--- src/rtl/core/wesd_pkg.sv ---
`timescale 1ns / 1ps

package wesd_pkg;

  // Request kinds carried on the input word.
  localparam logic [2:0] REQ_PULSE    = 3'd0;
  localparam logic [2:0] REQ_OVERFLOW = 3'd1;
  localparam logic [2:0] REQ_TARGET   = 3'd2;
  localparam logic [2:0] REQ_STEER    = 3'd3;
  localparam logic [2:0] REQ_START    = 3'd4;
  localparam logic [2:0] REQ_STOP     = 3'd5;

  // Configuration register indexes.
  localparam logic [1:0] CFG_STEP_CM      = 2'd0;
  localparam logic [1:0] CFG_TICKS_PER_MS = 2'd1;
  localparam logic [1:0] CFG_STEER_THRESH = 2'd2;

  // Register reset values.
  localparam logic [7:0]  STEP_CM_RESET      = 8'd2;
  localparam logic [15:0] TICKS_PER_MS_RESET = 16'd500;
  localparam logic [7:0]  STEER_THRESH_RESET = 8'd90;

  // Samples per averaging window.
  localparam int AVG_SAMPLES_DEF = 7;

  // Speed scale: step in cm over a period in ms gives mm/s.
  localparam logic [23:0] SPEED_SCALE = 24'd10000;
  localparam logic [15:0] U16_MAX     = 16'hFFFF;

  // Shared divider widths.
  localparam int DIVIDEND_W = 24;
  localparam int DIVISOR_W  = 16;
  localparam int DIV_CNT_W  = $clog2(DIVIDEND_W);

  typedef struct packed {
    logic [7:0]  step_cm;
    logic [15:0] ticks_per_ms;
    logic [7:0]  steer_threshold;
  } cfg_t;

  typedef struct packed {
    logic                  start;
    logic [DIVIDEND_W-1:0] dividend;
    logic [DIVISOR_W-1:0]  divisor;
  } div_req_t;

  typedef struct packed {
    logic                  done;
    logic [DIVIDEND_W-1:0] quotient;
  } div_rsp_t;

  typedef struct packed {
    logic        speed_ready;
    logic        speed_channel;
    logic [15:0] avg_speed;
    logic        reached;
    logic        dist_ready;
    logic [15:0] dist_one;
    logic [15:0] dist_two;
  } result_t;

  typedef enum logic [3:0] {
    ST_IDLE,
    ST_DISPATCH,
    ST_MS_WAIT,
    ST_SPD_WAIT,
    ST_ACCUM,
    ST_AVG_WAIT,
    ST_COUNT,
    ST_TGT_WAIT,
    ST_MUL_ONE,
    ST_MUL_TWO,
    ST_DONE
  } state_t;

  // Clamp a wide unsigned value to 16 bits.
  function automatic logic [15:0] sat16(input logic [23:0] v);
    sat16 = (v > {8'd0, U16_MAX}) ? U16_MAX : v[15:0];
  endfunction

  // Increment that sticks at the 16-bit maximum.
  function automatic logic [15:0] sat_inc16(input logic [15:0] v);
    sat_inc16 = (v == U16_MAX) ? v : v + 16'd1;
  endfunction

endpackage

--- src/rtl/core/wesd_div.sv ---
`timescale 1ns / 1ps

// Restoring divider, one quotient bit per cycle. A start loads the operands
// and the quotient is presented with a one-cycle done pulse after the last
// iteration.
module wesd_div (
  input  logic                clk,
  input  logic                rst,
  input  wesd_pkg::div_req_t  req,
  output wesd_pkg::div_rsp_t  rsp
);

  localparam int DW = wesd_pkg::DIVIDEND_W;
  localparam int VW = wesd_pkg::DIVISOR_W;
  localparam int CW = wesd_pkg::DIV_CNT_W;

  logic          busy;
  logic          done;
  logic [CW-1:0] cnt;
  logic [VW-1:0] rem;
  logic [DW-1:0] quo;
  logic [VW-1:0] dvs;

  logic [VW:0]   rem_shift;
  logic [VW:0]   rem_sub;
  logic          ge;

  // One trial subtraction per cycle.
  always_comb begin
    rem_shift = {rem, quo[DW-1]};
    ge        = rem_shift >= {1'b0, dvs};
    rem_sub   = rem_shift - {1'b0, dvs};
  end

  always_ff @(posedge clk) begin
    if (rst) begin
      busy <= 1'b0;
      done <= 1'b0;
      cnt  <= '0;
    end else begin
      done <= 1'b0;
      if (req.start) begin
        busy <= 1'b1;
        cnt  <= '0;
        rem  <= '0;
        quo  <= req.dividend;
        dvs  <= req.divisor;
      end else if (busy) begin
        rem <= ge ? rem_sub[VW-1:0] : rem_shift[VW-1:0];
        quo <= {quo[DW-2:0], ge};
        cnt <= cnt + 1'b1;
        if (cnt == CW'(DW - 1)) begin
          busy <= 1'b0;
          done <= 1'b1;
        end
      end
    end
  end

  assign rsp.done     = done;
  assign rsp.quotient = quo;

endmodule

--- src/rtl/core/wesd_core.sv ---
`timescale 1ns / 1ps

// Event sequencer: holds the wheel state, steers the shared divider and a
// small multiplier, and keeps the finished result in an output register.
module wesd_core #(
  parameter int AVG_SAMPLES = wesd_pkg::AVG_SAMPLES_DEF
) (
  input  logic              clk,
  input  logic              rst,
  input  wesd_pkg::cfg_t    cfg,
  input  logic              in_valid,
  output logic              in_ready,
  input  logic [2:0]        in_req,
  input  logic              in_ch,
  input  logic [15:0]       in_gap,
  input  logic [7:0]        in_cmd,
  output logic              out_valid,
  input  logic              out_ready,
  output wesd_pkg::result_t out_result
);

  wesd_pkg::state_t state, state_next;

  // Per-wheel and global state.
  logic [1:0]  armed;
  logic [19:0] speed_sum [2];
  logic [3:0]  sample_count [2];
  logic        counting_on;
  logic [15:0] trip_pulses [2];
  logic [7:0]  target_pulses;
  logic [15:0] target_seen [2];
  logic        target_active;
  logic        steer_wheel_one;

  // Item being worked on and working registers.
  logic [2:0]  req_r;
  logic        ch_r;
  logic [15:0] gap_r;
  logic [7:0]  cmd_r;
  logic [15:0] speed_r;
  logic [23:0] prod_r;
  wesd_pkg::result_t res_r;

  wesd_pkg::div_req_t div_req;
  wesd_pkg::div_rsp_t div_rsp;

  logic [15:0] tpm_eff;
  logic [15:0] ms;
  logic [19:0] sum_new;
  logic [3:0]  cnt_new;
  logic        win_full;
  logic        is_pulse;
  logic        wsel;
  logic [15:0] seen_new;
  logic [15:0] seen_steered;
  logic        reach_now;
  logic        load_out;

  wesd_div u_div (
    .clk (clk),
    .rst (rst),
    .req (div_req),
    .rsp (div_rsp)
  );

  // Shared derived values.
  always_comb begin
    tpm_eff      = (cfg.ticks_per_ms == 16'd0) ? 16'd1 : cfg.ticks_per_ms;
    ms           = div_rsp.quotient[15:0];
    sum_new      = speed_sum[ch_r] + {4'd0, speed_r};
    cnt_new      = sample_count[ch_r] + 4'd1;
    win_full     = cnt_new == 4'(AVG_SAMPLES);
    is_pulse     = req_r == wesd_pkg::REQ_PULSE;
    wsel         = ~steer_wheel_one;
    seen_new     = wesd_pkg::sat_inc16(target_seen[ch_r]);
    seen_steered = (wsel == ch_r) ? seen_new : target_seen[wsel];
    reach_now    = seen_steered > {8'd0, target_pulses};
  end

  // Next state.
  always_comb begin
    state_next = state;
    case (state)
      wesd_pkg::ST_IDLE: begin
        if (in_valid) state_next = wesd_pkg::ST_DISPATCH;
      end
      wesd_pkg::ST_DISPATCH: begin
        case (req_r)
          wesd_pkg::REQ_PULSE:
            state_next = armed[ch_r] ? wesd_pkg::ST_MS_WAIT : wesd_pkg::ST_DONE;
          wesd_pkg::REQ_OVERFLOW: state_next = wesd_pkg::ST_ACCUM;
          wesd_pkg::REQ_TARGET:
            state_next = (cfg.step_cm == 8'd0) ? wesd_pkg::ST_DONE : wesd_pkg::ST_TGT_WAIT;
          wesd_pkg::REQ_STOP: state_next = wesd_pkg::ST_MUL_ONE;
          default: state_next = wesd_pkg::ST_DONE;
        endcase
      end
      wesd_pkg::ST_MS_WAIT: begin
        if (div_rsp.done)
          state_next = (ms == 16'd0) ? wesd_pkg::ST_ACCUM : wesd_pkg::ST_SPD_WAIT;
      end
      wesd_pkg::ST_SPD_WAIT: begin
        if (div_rsp.done) state_next = wesd_pkg::ST_ACCUM;
      end
      wesd_pkg::ST_ACCUM: begin
        if (win_full)      state_next = wesd_pkg::ST_AVG_WAIT;
        else if (is_pulse) state_next = wesd_pkg::ST_COUNT;
        else               state_next = wesd_pkg::ST_DONE;
      end
      wesd_pkg::ST_AVG_WAIT: begin
        if (div_rsp.done)
          state_next = is_pulse ? wesd_pkg::ST_COUNT : wesd_pkg::ST_DONE;
      end
      wesd_pkg::ST_COUNT:   state_next = wesd_pkg::ST_DONE;
      wesd_pkg::ST_TGT_WAIT: begin
        if (div_rsp.done) state_next = wesd_pkg::ST_DONE;
      end
      wesd_pkg::ST_MUL_ONE: state_next = wesd_pkg::ST_MUL_TWO;
      wesd_pkg::ST_MUL_TWO: state_next = wesd_pkg::ST_DONE;
      wesd_pkg::ST_DONE: begin
        if (!out_valid || out_ready) state_next = wesd_pkg::ST_IDLE;
      end
      default: state_next = wesd_pkg::ST_IDLE;
    endcase
  end

  // Sequencer outputs: handshake and divider requests.
  always_comb begin
    in_ready         = state == wesd_pkg::ST_IDLE;
    load_out         = (state == wesd_pkg::ST_DONE) && (!out_valid || out_ready);
    div_req.start    = 1'b0;
    div_req.dividend = '0;
    div_req.divisor  = '0;
    case (state)
      wesd_pkg::ST_DISPATCH: begin
        if (is_pulse && armed[ch_r]) begin
          div_req.start    = 1'b1;
          div_req.dividend = {8'd0, gap_r};
          div_req.divisor  = tpm_eff;
        end else if (req_r == wesd_pkg::REQ_TARGET && cfg.step_cm != 8'd0) begin
          div_req.start    = 1'b1;
          div_req.dividend = {16'd0, cmd_r};
          div_req.divisor  = {8'd0, cfg.step_cm};
        end
      end
      wesd_pkg::ST_MS_WAIT: begin
        if (div_rsp.done && ms != 16'd0) begin
          div_req.start    = 1'b1;
          div_req.dividend = 24'({16'd0, cfg.step_cm} * wesd_pkg::SPEED_SCALE);
          div_req.divisor  = ms;
        end
      end
      wesd_pkg::ST_ACCUM: begin
        if (win_full) begin
          div_req.start    = 1'b1;
          div_req.dividend = {4'd0, sum_new};
          div_req.divisor  = 16'(AVG_SAMPLES);
        end
      end
      default: begin
        div_req.start = 1'b0;
      end
    endcase
  end

  always_ff @(posedge clk) begin
    if (rst) state <= wesd_pkg::ST_IDLE;
    else     state <= state_next;
  end

  // Datapath and wheel state updates.
  always_ff @(posedge clk) begin
    if (rst) begin
      armed           <= '0;
      speed_sum[0]    <= '0;
      speed_sum[1]    <= '0;
      sample_count[0] <= '0;
      sample_count[1] <= '0;
      counting_on     <= 1'b0;
      trip_pulses[0]  <= '0;
      trip_pulses[1]  <= '0;
      target_pulses   <= '0;
      target_seen[0]  <= '0;
      target_seen[1]  <= '0;
      target_active   <= 1'b0;
      steer_wheel_one <= 1'b0;
    end else begin
      case (state)
        wesd_pkg::ST_IDLE: begin
          if (in_valid) begin
            req_r <= in_req;
            ch_r  <= in_ch;
            gap_r <= in_gap;
            cmd_r <= in_cmd;
            res_r <= '0;
          end
        end
        wesd_pkg::ST_DISPATCH: begin
          case (req_r)
            wesd_pkg::REQ_PULSE: begin
              if (!armed[ch_r]) armed[ch_r] <= 1'b1;
            end
            wesd_pkg::REQ_OVERFLOW: speed_r <= 16'd0;
            wesd_pkg::REQ_TARGET: begin
              if (cfg.step_cm == 8'd0) begin
                target_pulses  <= 8'hFF;
                target_seen[0] <= '0;
                target_seen[1] <= '0;
                target_active  <= 1'b1;
              end
            end
            wesd_pkg::REQ_STEER: steer_wheel_one <= cmd_r >= cfg.steer_threshold;
            wesd_pkg::REQ_START: begin
              trip_pulses[0] <= '0;
              trip_pulses[1] <= '0;
              counting_on    <= 1'b1;
            end
            wesd_pkg::REQ_STOP: prod_r <= 24'(cfg.step_cm) * 24'(trip_pulses[0]);
            default: begin
              prod_r <= prod_r;
            end
          endcase
        end
        wesd_pkg::ST_MS_WAIT: begin
          // A period below one millisecond reads as full speed.
          if (div_rsp.done && ms == 16'd0) speed_r <= wesd_pkg::U16_MAX;
        end
        wesd_pkg::ST_SPD_WAIT: begin
          if (div_rsp.done) speed_r <= wesd_pkg::sat16(div_rsp.quotient);
        end
        wesd_pkg::ST_ACCUM: begin
          if (win_full) begin
            speed_sum[ch_r]    <= '0;
            sample_count[ch_r] <= '0;
          end else begin
            speed_sum[ch_r]    <= sum_new;
            sample_count[ch_r] <= cnt_new;
          end
        end
        wesd_pkg::ST_AVG_WAIT: begin
          if (div_rsp.done) begin
            res_r.speed_ready   <= 1'b1;
            res_r.speed_channel <= ch_r;
            res_r.avg_speed     <= wesd_pkg::sat16(div_rsp.quotient);
          end
        end
        wesd_pkg::ST_COUNT: begin
          if (counting_on) trip_pulses[ch_r] <= wesd_pkg::sat_inc16(trip_pulses[ch_r]);
          if (target_active) begin
            target_seen[ch_r] <= seen_new;
            res_r.reached     <= reach_now;
          end
        end
        wesd_pkg::ST_TGT_WAIT: begin
          if (div_rsp.done) begin
            target_pulses  <= div_rsp.quotient[7:0];
            target_seen[0] <= '0;
            target_seen[1] <= '0;
            target_active  <= 1'b1;
          end
        end
        wesd_pkg::ST_MUL_ONE: begin
          res_r.dist_one <= wesd_pkg::sat16(prod_r);
          prod_r         <= 24'(cfg.step_cm) * 24'(trip_pulses[1]);
        end
        wesd_pkg::ST_MUL_TWO: begin
          res_r.dist_two   <= wesd_pkg::sat16(prod_r);
          res_r.dist_ready <= 1'b1;
          counting_on      <= 1'b0;
        end
        default: begin
          counting_on <= counting_on;
        end
      endcase
    end
  end

  // Output register: a finished word waits here until taken.
  always_ff @(posedge clk) begin
    if (rst) begin
      out_valid <= 1'b0;
    end else if (load_out) begin
      out_valid  <= 1'b1;
      out_result <= res_r;
    end else if (out_ready) begin
      out_valid <= 1'b0;
    end
  end

endmodule

--- src/rtl/core/wheel_encoder_speed_distance.sv ---
`timescale 1ns / 1ps

// Two-channel wheel encoder unit. Each input word is one event (pulse with
// captured ticks, timer overflow, distance target, steering angle, count
// start or count stop) and gives exactly one output word. All divisions go
// through one shared restoring divider of 24 iterations, so the time from one
// accepted word to the next depends on the event: an armed pulse runs the
// period and speed divisions, and the averaging division as well when it
// completes an averaging window; an armed pulse with a period below one
// millisecond skips the speed division; an overflow needs a division only
// with a full window; a distance target needs one unless the step is zero;
// count stop uses the multiplier; and the other events need no division.
// Add to that any time the previous output word still waits to be taken.
// One word is worked on at a time and s_axis_tready is high only while the
// unit is idle; the next word may be accepted while the previous result still
// sits in the output register.
// Configuration writes are always accepted and must only be issued while the
// unit is idle.
module wheel_encoder_speed_distance #(
  parameter int AVG_SAMPLES = wesd_pkg::AVG_SAMPLES_DEF
) (
  input  logic        clk,
  input  logic        rst,
  // Configuration write channel.
  input  logic        cfg_valid,
  output logic        cfg_ready,
  input  logic [1:0]  cfg_index,
  input  logic [15:0] cfg_data,
  // Event input.
  input  logic        s_axis_tvalid,
  output logic        s_axis_tready,
  input  logic [23:0] s_axis_tdata,  // gap_ticks[15:0], cmd_value[23:16]
  input  logic [3:0]  s_axis_tuser,  // req_type[2:0], channel[3]
  // Result output.
  output logic        m_axis_tvalid,
  input  logic        m_axis_tready,
  output logic [47:0] m_axis_tdata,  // avg_speed[15:0], dist_one[31:16], dist_two[47:32]
  output logic [3:0]  m_axis_tuser   // speed_ready[0], speed_channel[1], reached[2],
                                     // dist_ready[3]
);

  wesd_pkg::cfg_t    cfg;
  wesd_pkg::result_t res;

  // Configuration registers.
  assign cfg_ready = 1'b1;

  always_ff @(posedge clk) begin
    if (rst) begin
      cfg.step_cm         <= wesd_pkg::STEP_CM_RESET;
      cfg.ticks_per_ms    <= wesd_pkg::TICKS_PER_MS_RESET;
      cfg.steer_threshold <= wesd_pkg::STEER_THRESH_RESET;
    end else if (cfg_valid) begin
      case (cfg_index)
        wesd_pkg::CFG_STEP_CM:      cfg.step_cm         <= cfg_data[7:0];
        wesd_pkg::CFG_TICKS_PER_MS: cfg.ticks_per_ms    <= cfg_data;
        wesd_pkg::CFG_STEER_THRESH: cfg.steer_threshold <= cfg_data[7:0];
        default: begin
          cfg.step_cm <= cfg.step_cm;
        end
      endcase
    end
  end

  wesd_core #(
    .AVG_SAMPLES (AVG_SAMPLES)
  ) u_core (
    .clk        (clk),
    .rst        (rst),
    .cfg        (cfg),
    .in_valid   (s_axis_tvalid),
    .in_ready   (s_axis_tready),
    .in_req     (s_axis_tuser[2:0]),
    .in_ch      (s_axis_tuser[3]),
    .in_gap     (s_axis_tdata[15:0]),
    .in_cmd     (s_axis_tdata[23:16]),
    .out_valid  (m_axis_tvalid),
    .out_ready  (m_axis_tready),
    .out_result (res)
  );

  // Pack the result word.
  assign m_axis_tdata = {res.dist_two, res.dist_one, res.avg_speed};
  assign m_axis_tuser = {res.dist_ready, res.reached, res.speed_channel, res.speed_ready};

endmodule
--- config.mk ---
export PLATFORM = sky130hd
export DESIGN_NAME = wheel_encoder_speed_distance
export DESIGN_NICKNAME = d
export VERILOG_FILES = /design/src/rtl/core/wesd_pkg.sv /design/src/rtl/core/wesd_div.sv /design/src/rtl/core/wesd_core.sv /design/src/rtl/core/wheel_encoder_speed_distance.sv
export SDC_FILE = /design/constraint.sdc
export NUM_CORES = 1
export LEC_CHECK = 0
export BUFFER_PORTS_ARGS = -buffer_cell sky130_fd_sc_hd__buf_4
export CAP_MARGIN = 20
export CORE_AREA = 2 2 224 226
export DETAILED_ROUTE_END_ITERATION = 10
export DIE_AREA = 0 0 226 228
export GPL_TIMING_DRIVEN = 0
export PLACE_DENSITY = 0.82
export SLEW_MARGIN = 25
export SYNTH_ARGS = -nofsm -noshare
export SYNTH_HDL_FRONTEND = slang
export SYNTH_SLANG_ARGS = --single-unit
export TNS_END_PERCENT = 30
--- constraint.sdc ---
create_clock -name clk -period 5.43 [get_ports clk]
set_clock_uncertainty 0.05 [all_clocks]
set_input_delay 0.2715 -clock clk [delete_from_list [all_inputs] [get_ports clk]]
set_output_delay 0.2715 -clock clk [all_outputs]
set_load 0.05 [all_outputs]
==> results of run 1 <==
[kinds of logic after synthesis]
family | Yosys count
AND/OR/NAND/NOR | 971
AO/OA/AOI/OAI | 437
buffers and inverters | 413
flip-flops | 398
adder cells (fa/ha/maj) | 367
XOR/XNOR | 99
multiplexers | 76
other | 1
[sequential cells by signal (all words and copies together), names as in the netlist, 24 cells and up, named ones only]
register,cells
u_core.trip_pulses,32
u_core.out_result,52
u_core.res_r,52
u_core.target_seen,32
cfg,32
u_core.u_div.quo,24
u_core.speed_sum,40
u_core.prod_r,24
[timing repair]
action,4_1_cts,5_1_grt
setup endpoints to repair,142,30
pin swaps,5,14
endpoints found under the hold margin,61,0
hold buffers,44,0
buffers inserted,4,28
gates resized for setup,63,54
[stage by stage]
step                      cell area, sq um  total power, mW
after global routing                 32500             9.62
after detailed placement             30000             6.07
after CTS                            32100             9.18
after global placement               29700             5.96
after floorplan                      28100             5.32
final                                32500             9.26
[critical path, delay by kind of cell (launching register included)]
family | cells | cell delay, ns
AO/OA/AOI/OAI | 6 | 1.14
XOR/XNOR | 1 | 0.14
adder cells (fa/ha/maj) | 5 | 2.42
buffers and inverters | 4 | 0.45
flip-flops | 1 | 0.36
AND/OR/NAND/NOR | 2 | 0.43
[metal layers]
layer / vias to the layer above / share of wire (%) / GRT usage [%] / wire [um]
met5: - / 0.017 / 0 / 13
met4: 2 / 4.0 / 11.1 / 3080
met3: 200 / 9.3 / 4.39 / 7120
met2: 1153 / 46 / 47.1 / 35400
met1: 10800 / 41 / 41.6 / 31100
li1: 9884 / - / - / -
[path summary, 6_finish.rpt]
check / end / from
max: u_core.prod_r[23]$_DFFE_PP_ / cfg[28]$_SDFFE_PP0P_
max reg2reg: u_core.prod_r[23]$_DFFE_PP_ / cfg[28]$_SDFFE_PP0P_
min reg2reg: u_core.out_result[13]$_DFFE_PP_ / u_core.res_r[13]$_SDFFCE_PN0P_
min: cfg[1]$_SDFFE_PP1P_ / cfg_valid
[power by group through the flow]
stage / Sequential [mW] / Combinational (mW) / Clock, mW
after floorplan: 3.82 / 1.50 / 0
after global placement: 3.88 / 2.08 / 0
after detailed placement: 3.87 / 2.20 / 0
after CTS: 3.81 / 2.25 / 3.11
after global routing: 3.83 / 2.54 / 3.24
final: 3.82 / 2.34 / 3.10
[cell type report]
| cell class | count | area [sq um] |
|---|---|---|
| fillers | 3667 | 16900 |
| multi-input cells | 1951 | 15400 |
| flip-flops and latches | 398 | 11400 |
| repair buffers | 193 | 1620 |
| clock buffers | 61 | 1290 |
| inverters | 297 | 1110 |
| well taps | 672 | 841 |
| plain buffers | 107 | 564 |
| clock inverters | 19 | 216 |
[cell usage in the layout (no fill, tap or decap), types with 12 or more instances in the layout]
master,count
edfxtp_1,340
nor2_1,319
inv_1,296
and2_1,223
nand2_1,201
fa_1,182
ha_1,175
buf_4,142
a21oi_1,120
o21ai_0,97
clkbuf_1,71
xnor2_1,60
dfxtp_1,51
clkbuf_16,48
mux2i_1,44
dlygate4sd3_1,44
a21o_1,42
nor3_1,40
xor2_1,37
nand3_1,36
mux2_2,31
nand2b_1,25
nor2b_1,21
nor4_1,17
nand3b_1,16
a31oi_1,15
o21a_1,15
a211oi_1,14
nand4_1,13
and3_1,13
buf_2,12
o211ai_1,12
==> results.toml, run 1 <==
[clock_network]
clk_pin_slew_ns = 0.06
clk_latency_ns = 0.60
cts_tree = "built"
cts_buffer_depth = 3
cts_made_buffers = 44
clock-sinks = 398
htreeDepth = 2
cts_root_buf = "clkbuf_16"

[floorplan]
core_area_sq_mm = 0.0493
ioPinCount = 106
rows = 82
dieArea_sq_mm = 0.0515
start_util_pct = 57.0
die_h_um = 228
die_w_um = 226

[yosys]
synth.net_count = 3178
synth_area_sq_mm = 0.0281
synth.area.mux_share_pct = 2.84
synth_xor_area_share_pct = 3.08
ys_ff_latch = 398
synthTopCellsByCount = "edfxtp_1, nor2_1, inv_1"
syn_inst = 2762
yosys_warnings = 0
synth_compound_area_share_pct = 9.90
ys_top_cells_by_area = "edfxtp_1, fa_1, ha_1"
synth_top_flop_cell = "edfxtp_1"
synth_top_area_share_pct = 36.3
yosysMostFrequentCell = "edfxtp_1"
synth_edf_count = 340
syn_avg_cell_area_sq_um = 10.2
async_flop_share_pct = 0
yosysTopAreaCell = "edfxtp_1"
synth_adder_area_share_pct = 21.2
synth_top_family_by_area = "adder cells"
yosysSeqAreaShare_pct = 40.4
ys_types = 80
synthSimpleGateAreaFrac_pct = 16.9

[setup_path]
crit_slowest_cell = "fa_1"
cp.arrival_ns = 5.55
start_kind = "flip-flop"
crit_path_frequent_cell = "fa_1"
slowest_delay_ns = 0.55
path_cells = "clkbuf_16, buf_2, and2_1, fa_1, fa_1, fa_1, inv_1, fa_1, inv_1, ha_2, and4_4, o211ai_1, a21boi_2, a21oi_2, a211o_1, o21ai_2, xnor2_2, a21oi_1"
rrSetupSlack_ns = 0.12
crit_type = "flip-flop to flip-flop"
critPathCaptureType = "flip-flop"
cp_max_fo = 10
reg2regPathDepth = 18
worst-endpoint-required_ns = 5.67

[routing]
wl_um = 76700
final_antenna_net_count = 0
post_drt_wl_per_cell_um = 20.7
num_vias = 22000
drc = 0
drtIter0Drc = 2499
first_pass_iters = 8
via_per_inst = 5.96

[sta]
relSlewSlack_pct = 23.0
setup_viol = 0
clock.fmax_mhz = 188
setup_ws_ns = 0.119
finalHoldViolCount = 0
fin_crit_ns = 5.31
period_share_pct = 97.8
worst_pin_slew_ns = 1.16
setup-tns-final_ns = 0
holdWs_ns = 0.0571
slew_viol_final = 0

[final_layout]
post-route-util_pct = 65.8
area_delta_synth_final_pct = 15.4
diodes = 0
fin_cells = 3698
nets = 3408
drive_gt1_share_pct = 11.6

[placement]
post-place-ws_ns = -1.22
placed_cells = 3551
port_buffers = 104
finalWeightedCongestion = 0.947
dp_hpwl_um = 56500

[pwr]
ir_drop_v = 0.000200
switching_share_pct = 32.1
pwr-share-clk_pct = 33.5
power.share.sequential_pct = 41.3
leakagePower_nw = 14.2
comb_power_share_pct = 25.3
power_density_mw_per_mm2 = 285
p_int_mw = 6.29
p_switching_mw = 2.97

[global_routing]
antenna_found_initial = 1
grt_max_degree = 25
grt_pass1_vias = 22000
grt_usage_pct = 29.7
grt_pass1_wl_um = 119000
grt-ovfl-total = 0

[min_path]
min_path_type = "input port to flip-flop"
holdPathStages = 5

[flow_run]
maxCapViolations = 0

[status]
status = "finished clean"
No activity file was read; power rests on OpenSTA's default activity.
==> run 2, diff against run 1 <==
--- a/config.mk
+++ b/config.mk
@@ -5,7 +5,7 @@
 export SDC_FILE = /design/constraint.sdc
 export NUM_CORES = 1
 export LEC_CHECK = 0
-export BUFFER_PORTS_ARGS = -buffer_cell sky130_fd_sc_hd__buf_4
+export BUFFER_PORTS_ARGS = -buffer_cell sky130_fd_sc_hd__buf_2
 export CAP_MARGIN = 20
 export CORE_AREA = 2 2 224 226
 export DETAILED_ROUTE_END_ITERATION = 10
==> results.toml, run 2 (synthesis results as in run 1) <==
[status]
status = "finished clean"

[floorplan]
die_w_um = 226
ioPinCount = 106
core_area_sq_mm = 0.0493
start_util_pct = 57.0
die_h_um = 228
rows = 82
dieArea_sq_mm = 0.0515

[placement]
port_buffers = 104
finalWeightedCongestion = 0.960
post-place-ws_ns = -1.19
dp_hpwl_um = 56200

[clock_network]
cts_tree = "built"
cts_made_buffers = 45
htreeDepth = 2
clock-sinks = 398
cts_buffer_depth = 3
cts_root_buf = "clkbuf_16"
clk_latency_ns = 0.64
clk_pin_slew_ns = 0.06

[pwr]
power_density_mw_per_mm2 = 291
leakagePower_nw = 14.2
power.total_mw = 9.36
ir_drop_v = 0.000202

[routing]
via_per_inst = 5.93
drtIter0Drc = 2360
num_vias = 22000
post_drt_wl_per_cell_um = 20.3
final_antenna_net_count = 0
wl_um = 75300
drc = 0
first_pass_iters = 8

[sta]
relSlewSlack_pct = 26.9
worst_pin_slew_ns = 1.10
clock.fmax_mhz = 186
fin_crit_ns = 5.39
setup-tns-final_ns = 0
slew_viol_final = 0
setup_viol = 0
period_share_pct = 99.2
finalHoldViolCount = 0
rsz0062_at_grt = "true"
holdWs_ns = 0.0479
setup_ws_ns = 0.0417

[global_routing]
grt_max_degree = 25
grt_usage_pct = 29.2
antenna_found_initial = 3
grt_pass1_wl_um = 117000
grt-ovfl-total = 0
grt_pass1_vias = 21800

[setup_path]
start_kind = "flip-flop"
cp_max_fo = 11
critPathCaptureType = "flip-flop"
cp.arrival_ns = 5.63
worst-endpoint-required_ns = 5.67
crit_type = "flip-flop to flip-flop"
rrSetupSlack_ns = 0.04

[final_layout]
nets = 3413
diodes = 0
reg_top3 = "u_core.out_result (52), u_core.res_r (52), u_core.speed_sum (40)"
layout_common_cells = "edfxtp_1, nor2_1, inv_1"
post-route-util_pct = 65.2
area_delta_synth_final_pct = 14.5
final_common_cell = "edfxtp_1"
drive_gt1_share_pct = 11.2

[min_path]
min_path_type = "input port to flip-flop"

[flow_run]
maxCapViolations = 0
run 2: cell types whose count changed in the layout (fill, tap and decap cells not counted), moves of 3 or more:
cell | before | now
buf_2 | 12 | 114
buf_4 | 142 | 45
buf_8 | 5 | 1
bufinv_16 | 2 | 7
clkbuf_16 | 48 | 45
clkinv_1 | 2 | 5
ha_1 | 175 | 182
ha_2 | 3 | 0
ha_4 | 5 | 1
run 2: cell type report:
type,instances,area (sq um)
Sequential cell,398,11400
Timing Repair Buffer,199,1410
Multi-Input combinational cell,1951,15300
Tap cell,672,841
Clock inverter,29,407
Fill cell,3646,17200
Inverter,297,1110
Clock buffer,54,1190
Buffer,105,510
run 2: per-layer routing:
layer,vias to the layer above,global-route usage [%],part of all wire [%]
li1,9895,-,-
met3,185,5.37,9.9
met2,1070,46.5,46
met5,-,0,0.053
met4,6,10.7,3.8
met1,10800,40.1,40
run 2: critical path: stages (launching register included):
cell	delay, ns
edfxtp_1	0.61
and2_1	0.29
fa_1	0.55
fa_1	0.45
fa_1	0.54
inv_1	0.05
fa_1	0.53
inv_1	0.04
ha_1	0.37
and4_1	0.29
o211ai_1	0.20
a21boi_2	0.23
a21oi_1	0.12
a211o_1	0.30
o21ai_1	0.17
xnor2_1	0.18
a21oi_1	0.10
run 2: through the flow:
| stage | area (sq um) | cells |
|---|---|---|
| 2_1_floorplan | 28100 | 2762 |
| 3_3_place_gp | 29500 | 3538 |
| 3_5_place_dp | 29700 | 3551 |
| 4_1_cts | 31900 | 3674 |
| 5_1_grt | 32200 | 3705 |
| 6_report | 32200 | 3705 |
run 2: repair_timing:
action,in CTS,in global routing
hold endpoints to repair,61,0
endpoints found under the setup margin,141,18
setup buffers,2,36
hold buffers,44,0
pin swaps,4,7
cloned,0,0
resized for setup,59,33
run 2: final timing paths:
kind | startpoint | end | cells after the start
worst min register to register | u_core.res_r[18]$_SDFFCE_PN0P_ | u_core.out_result[18]$_DFFE_PP_ | 0
worst max register to register | u_core.trip_pulses[0][7]$_SDFFCE_PN0P_ | u_core.prod_r[23]$_DFFE_PP_ | 16
worst max-delay path | u_core.trip_pulses[0][7]$_SDFFCE_PN0P_ | u_core.prod_r[23]$_DFFE_PP_ | 16
worst min-delay path | cfg_valid | cfg[1]$_SDFFE_PP1P_ | 5
run 2: report_power, final:
group          switching, mW  total (mW)  internal, mW
Combinational           1.47        2.29         0.814
Sequential             0.161        3.82          3.66
Clock                   1.32        3.25          1.93
Total                   2.96        9.36          6.40
